[config.mk]
export PLATFORM = sky130hd
export DESIGN_NAME = sith_mod
export DESIGN_NICKNAME = d
export VERILOG_FILES = /design/src/hdl/sith_pkg.sv /design/src/hdl/sith_mod.sv
export SDC_FILE = /design/constraint.sdc
export NUM_CORES = 1
export LEC_CHECK = 0
export ABC_AREA = 1
export ABC_CLOCK_PERIOD_IN_PS = 3200
export BUFFER_PORTS_ARGS = -buffer_cell sky130_fd_sc_hd__buf_2
export CAP_MARGIN = 20
export CORE_MARGIN = 5
export CORE_UTILIZATION = 45
export DETAILED_ROUTE_END_ITERATION = 16
export GPL_ROUTABILITY_DRIVEN = 0
export PLACE_DENSITY = 0.69
export REMOVE_ABC_BUFFERS = 1
export SLEW_MARGIN = 40
export SYNTH_ARGS = -nofsm -noshare
export SYNTH_HDL_FRONTEND = slang
export SYNTH_SLANG_ARGS = --single-unit
[constraint.sdc]
create_clock -name clock -period 3.2 [get_ports clock]
set_input_delay 0.16 -clock clock [delete_from_list [all_inputs] [get_ports clock]]
set_output_delay 0.16 -clock clock [all_outputs]
set_load 0.005 [all_outputs]
[src/hdl/sith_pkg.sv]
// Types, constants and the hash step of the string intern table.
`timescale 1ns / 1ps
package sith_pkg;

   localparam int CAPACITY_DEF = 1024;
   localparam int MAX_NAME_DEF = 16;

   localparam logic [63:0] FNV_BASIS = 64'hCBF29CE484222325;
   localparam logic [63:0] FNV_PRIME = 64'h00000100000001B3;

   localparam logic [1:0] STATUS_OK       = 2'd0;
   localparam logic [1:0] STATUS_FULL     = 2'd1;
   localparam logic [1:0] STATUS_TOO_LONG = 2'd2;

   typedef struct packed {
      logic [7:0] name_byte;
      logic       last_byte;
   } req_type;

   typedef struct packed {
      logic [9:0] symbol_slot;
      logic       is_new;
      logic [1:0] status;
   } rsp_type;

   // One FNV-1a step; the prime is 2^40 + 2^8 + 0xB3.
   function automatic logic [63:0] fnv_step(input logic [63:0] h, input logic [7:0] b);
      logic [63:0] x;
      x = h ^ {56'd0, b};
      return (x << 40) + (x << 8) + (x * 64'd179);
   endfunction

endpackage

[src/hdl/sith_mod.sv]
// Radix-16 remainder of a 64-bit hash by the table capacity.
`timescale 1ns / 1ps
module sith_mod #(
   parameter int CAPACITY = sith_pkg::CAPACITY_DEF
) (
   input  logic                        clock,
   input  logic                        reset,
   input  logic                        start,
   input  logic [63:0]                 dividend,
   output logic                        done,
   output logic [$clog2(CAPACITY)-1:0] remainder
);
   localparam int IDX_W = $clog2(CAPACITY);
   localparam int V_W   = IDX_W + 4;

   logic [63:0]      dvd_ff, dvd_in;
   logic [IDX_W-1:0] rem_ff, rem_in;
   logic [3:0]       cnt_ff, cnt_in;
   logic             busy_ff, busy_in;
   logic             done_ff, done_in;
   logic [V_W-1:0]   val;
   logic [V_W-1:0]   sub;

   // one hex digit per cycle: largest constant multiple not above the value
   always_comb begin
      dvd_in  = dvd_ff;
      rem_in  = rem_ff;
      cnt_in  = cnt_ff;
      busy_in = busy_ff;
      done_in = 1'b0;
      val     = {rem_ff, dvd_ff[63:60]};
      sub     = '0;
      for (int k = 1; k < 16; k++) begin
         if (val >= V_W'(k * CAPACITY)) begin
            sub = V_W'(k * CAPACITY);
         end
      end
      if (start) begin
         dvd_in  = dividend;
         rem_in  = '0;
         cnt_in  = '0;
         busy_in = 1'b1;
      end else if (busy_ff) begin
         rem_in = IDX_W'(val - sub);
         dvd_in = {dvd_ff[59:0], 4'd0};
         cnt_in = cnt_ff + 4'd1;
         if (cnt_ff == 4'd15) begin
            busy_in = 1'b0;
            done_in = 1'b1;
         end
      end
   end

   always_ff @(posedge clock) begin
      if (reset) begin
         busy_ff <= 1'b0;
         done_ff <= 1'b0;
         cnt_ff  <= '0;
      end else begin
         busy_ff <= busy_in;
         done_ff <= done_in;
         cnt_ff  <= cnt_in;
      end
      dvd_ff <= dvd_in;
      rem_ff <= rem_in;
   end

   assign done      = done_ff;
   assign remainder = rem_ff;
endmodule

# Word-level counts from Yosys, hierarchy flattened
# Index checks and enable logic that the tools add are counted.
[op_classes] n_lt_le_gt_ge=14 eq_ne=1 n_reduce_logical=3 n_addsub=2 mux=20 bitwise_logic=1
[op_table] operator="10-bit two-way mux" count=14
[op_table] operator="64-bit two-way mux" count=2
[op_table] operator="14-bit >= comparator, second input constant" count=8
[op_table] operator="14-bit by 13-bit >= comparator with 1-bit output, second input constant" count=4
[op_table] operator="14-bit by 12-bit >= comparator with 1-bit output, second input constant" count=2
[op_table] operator="10-bit subtractor" count=1
[op_table] operator="4-bit by 1-bit adder with 4-bit output, second input constant" count=1
[op_table] operator="4-bit == test, second input constant" count=1
[op_table] operator="1-bit two-way mux" count=4
[op_table] operator="3-bit OR reduction" count=1
[op_table] operator="2-bit nonzero test" count=1
[op_table] operator="2-bit OR reduction" count=1
[op_table] operator="1-bit NOT" count=1
[word_totals] out_inout_bits=11 reg_bits=80

# Depth between registers and ports, before layout
[logic_depth] ltp_word=16 mapped_depth=5

# Least setup slack after synthesis
# Ideal clock, no wire load.
[synth_timing] path_type="reg2reg" from="reg busy_ff" to="reg dvd_ff[0] (enable)" setup_slack_ns=0.790 required_time_ns=2.776 path_buffers=1 synth_period_minus_slack_ns=2.410 path_stages_with_launch=4 arrival_ns=1.986 setup_time_ns=0.424 cell_sequence="dfxtp_1 > inv_2 > buf_6 > nand2_1"
[synth_between] elab_chain_len=1
[synth_lines] item="from (decl)" line_no="sith_mod.sv:19" source="logic busy_ff, busy_in;"
[synth_lines] item="from (signal assigned)" line_no="sith_mod.sv:60" source="busy_ff <= busy_in;"
[synth_lines] item="2-bit nonzero test (no line)"
[synth_lines] item="to (signal assigned)" line_no="sith_mod.sv:64" source="dvd_ff <= dvd_in;"
[synth_lines] item="to (decl)" line_no="sith_mod.sv:16" source="logic [63:0] dvd_ff, dvd_in;"
# No other way between the ends.
# A chain may end at the register's enable or synchronous reset.

# Worst setup path in the final report
[layout_timing] from="reg busy_ff" to="reg dvd_ff[3] (enable)"
# The elaborated chain is that of the path after synthesis.

==> impl_metrics.yaml <==
outcome:
  status: "finished, final reports clean"
placed_design:
  dpl_cell_area_sq_um: 3727
  place_hpwl_um: 3742
  place_inst: 502
  portBuffers: 77
global_route:
  antenna_found_initial: 0
  grt_usage_pct: 13.90
  busiest_layer: "met2"
  grt_pass1_wl_um: 9680
  use_met1_pct: 17.80
  grt_max_degree: 72
  use_met2_pct: 21.42
  overflow: 0
  grt_pass1_vias: 2235
  grtUsageMet3_pct: 4.066
cts:
  cts_hold_buf: 1
  cts.sinks: 80
  clkLatencyLatePin_ns: 0.34
  clockBufferDepth: 2
  cts.reportedPaths.clkPinSlew_ns: 0.08
  cts_tree: "yes"
  cts_setup_buffers: 0
  htree_levels: 3
  cts_buffers: 9
  post_cts_resized: 0
  root_buffer: "clkbuf_8"
synth:
  yosysTopAreaCell: "edfxtp_1"
  synth-edff-count: 64
  syn-instance-count: 339
  ys_warn_count: 0
  async_flop_share_pct: 0
  yosysMostFrequentCell: "nand2_1"
  synth_flop_cell: "edfxtp_1"
  yosysUniqueCellTypes: 15
  ys_ff_latch: 80
  synth.avg_cell_area_sq_um: 9.799
  synth_common_cells: "nand2_1 (193), edfxtp_1 (64), nor2_1 (25)"
  seq_area_frac_synth_pct: 67.50
  synthTopCellsByArea: "edfxtp_1 (58%), nand2_1 (22%), dfxtp_1 (9.6%)"
  synthesis.area_sq_um: 3322
  synth_top_area_share_pct: 57.85
run:
  maxCapViolCount: 0
critical_path:
  required_ns: 3.17
  rrSetupSlack_ns: 1.21
  critPathMaxStageDelay_ns: 0.63
  cp_max_fo: 64
  start_kind: "register"
  end_kind: "register"
  cp.arrival_ns: 1.96
  critPathKind: "reg2reg"
  crit_chain: "inv_2 -> nand2_2 -> buf_4"
  cp_slowest_cell: "dfxtp_1"
layout:
  diodes: 0
  drive_gt1_share_pct: 23.33
  final-instance-count-excl-fill: 519
  seqCellArea_sq_um: 2242
  nets: 483
  multi_input_area_sq_um: 927.1
  final_area_sq_um: 3974
  area.growth.synth_to_final_pct: 19.62
  fill_cells: 710
route:
  drt_iter0_markers: 107
  final_antenna_net_count: 0
  via_per_inst: 4.520
  drc_errors: 0
  wl_per_cell_um: 11.63
  drt_first_pass_iters: 4
  finalWirelength_um: 6036
  vias: 2346
sta:
  setup_viol: 0
  fin_setup_tns_ns: 0
  final-hold-violation-count: 0
  clock.fmax_ghz: 0.5031
  clock-skew-final_ns: 0.006907
  slew_viol_final: 0
  fin_crit_sh_pct: 62.12
  tightest_slew_ns: 0.8080
  slew_headroom_pct: 46.13
  rsz0062_at_grt: "no"
  min_period_ns: 1.988
  fin_hold_ws_ns: 0.07422
floorplanning:
  num_rows: 31
  io_pins: 78
  fp.dieW_um: 95.92
  fp.dieH_um: 95.92
  die-area_sq_um: 9201
  fp.coreArea_sq_um: 7214
  start_util_pct: 46.05
power_and_ir_drop:
  clkPwrFrac_pct: 37.4
  pwr-share-seq_pct: 54.4
  p_per_area_nw_per_um2: 587.3
  p_sw_mw: 0.4975
  internal_power_mw: 1.836
  p_sw_share_pct: 21.32
  leakage_nw: 1.906
  p_comb_share_pct: 8.2
  ir_worst_vdd_uv: 302.0
worst_hold_path:
  min_path_type: "in2reg"
-- power groups by stage --
stage	clock network, mW	logic [mW]	registers, mW
finish	0.872	0.191	1.27
global route	0.949	0.223	1.28
CTS	0.899	0.196	1.27
detailed placement	0	0.194	1.29
global placement	0	0.190	1.29
floorplan	0	0.103	1.29
-- worst paths after layout --
kind / from / to / depth (start not counted)
worst max-delay path: busy_ff$_SDFF_PP0_ / dvd_ff[3]$_SDFFCE_PN0P_ / 3
worst min-delay path: dividend[1] / dvd_ff[1]$_SDFFCE_PN0P_ / 3
worst max register to register: busy_ff$_SDFF_PP0_ / dvd_ff[3]$_SDFFCE_PN0P_ / 3
worst min register to register: dvd_ff[61]$_DFFE_PP_ / remainder[1]$_SDFFE_PP0P_ / 2
-- cell type report --
class,instances,area share [%]
Clock buffer,11,3.306
Sequential cell,80,56.42
Timing Repair Buffer,81,10.52
Multi-Input combinational cell,236,23.33
Inverter,7,0.6612
Tap cell,99,3.117
Clock inverter,5,2.645
-- cell families after synthesis --
family	count (synthesis)	synth area share, %
fa+ha+maj	1	0.3766
buf+inv	23	4.670
simple gates	220	25.08
compound gates	14	2.109
xor+xnor	1	0.2637
flops	80	67.50
-- flip-flops by register name, summed over array words and instances (netlist names) --
register and cells:
dvd_ff 64, cnt_ff 4, done 1, remainder 10, busy_ff 1
-- worst max-delay path, delay by kind of cell, from the launching register on --
family / cells / cell delay [ns]
and+or+nand+nor: 1 / 0.09
DFF: 1 / 0.63
buffers and inverters: 2 / 0.84
-- layout by cell type, fill, tap and decap left out --
master	instances
clkbuf_8	9
inv_2	2
edfxtp_1	64
nor3_2	1
inv_1	5
buf_4	3
nand3_1	1
bufinv_16	3
a21oi_1	3
ha_1	1
buf_2	77
nor2_1	25
clkbuf_1	2
nand2_2	1
dfxtp_1	16
nand2_1	192
o21ai_0	11
xor2_1	1
dlygate4sd3_1	1
clkinvlp_4	2
-- routing by layer --
metal / vias to the layer above / routed length (um)
met5: - / 0
met4: 0 / 82
met3: 7 / 409
met2: 63 / 2680
met1: 1040 / 2863
li1: 1236 / -
-- metrics by stage --
step	power (mW)	setup slack [ns]	util, %
2_1_floorplan	1.392	0.5416	-
3_3_place_gp	1.481	1.286	51.66
3_5_place_dp	1.489	1.201	51.66
4_1_cts	2.367	1.186	55.08
5_1_grt	2.453	1.035	55.08
6_report	2.334	1.212	55.08
Power figures use the tool's default switching activity.
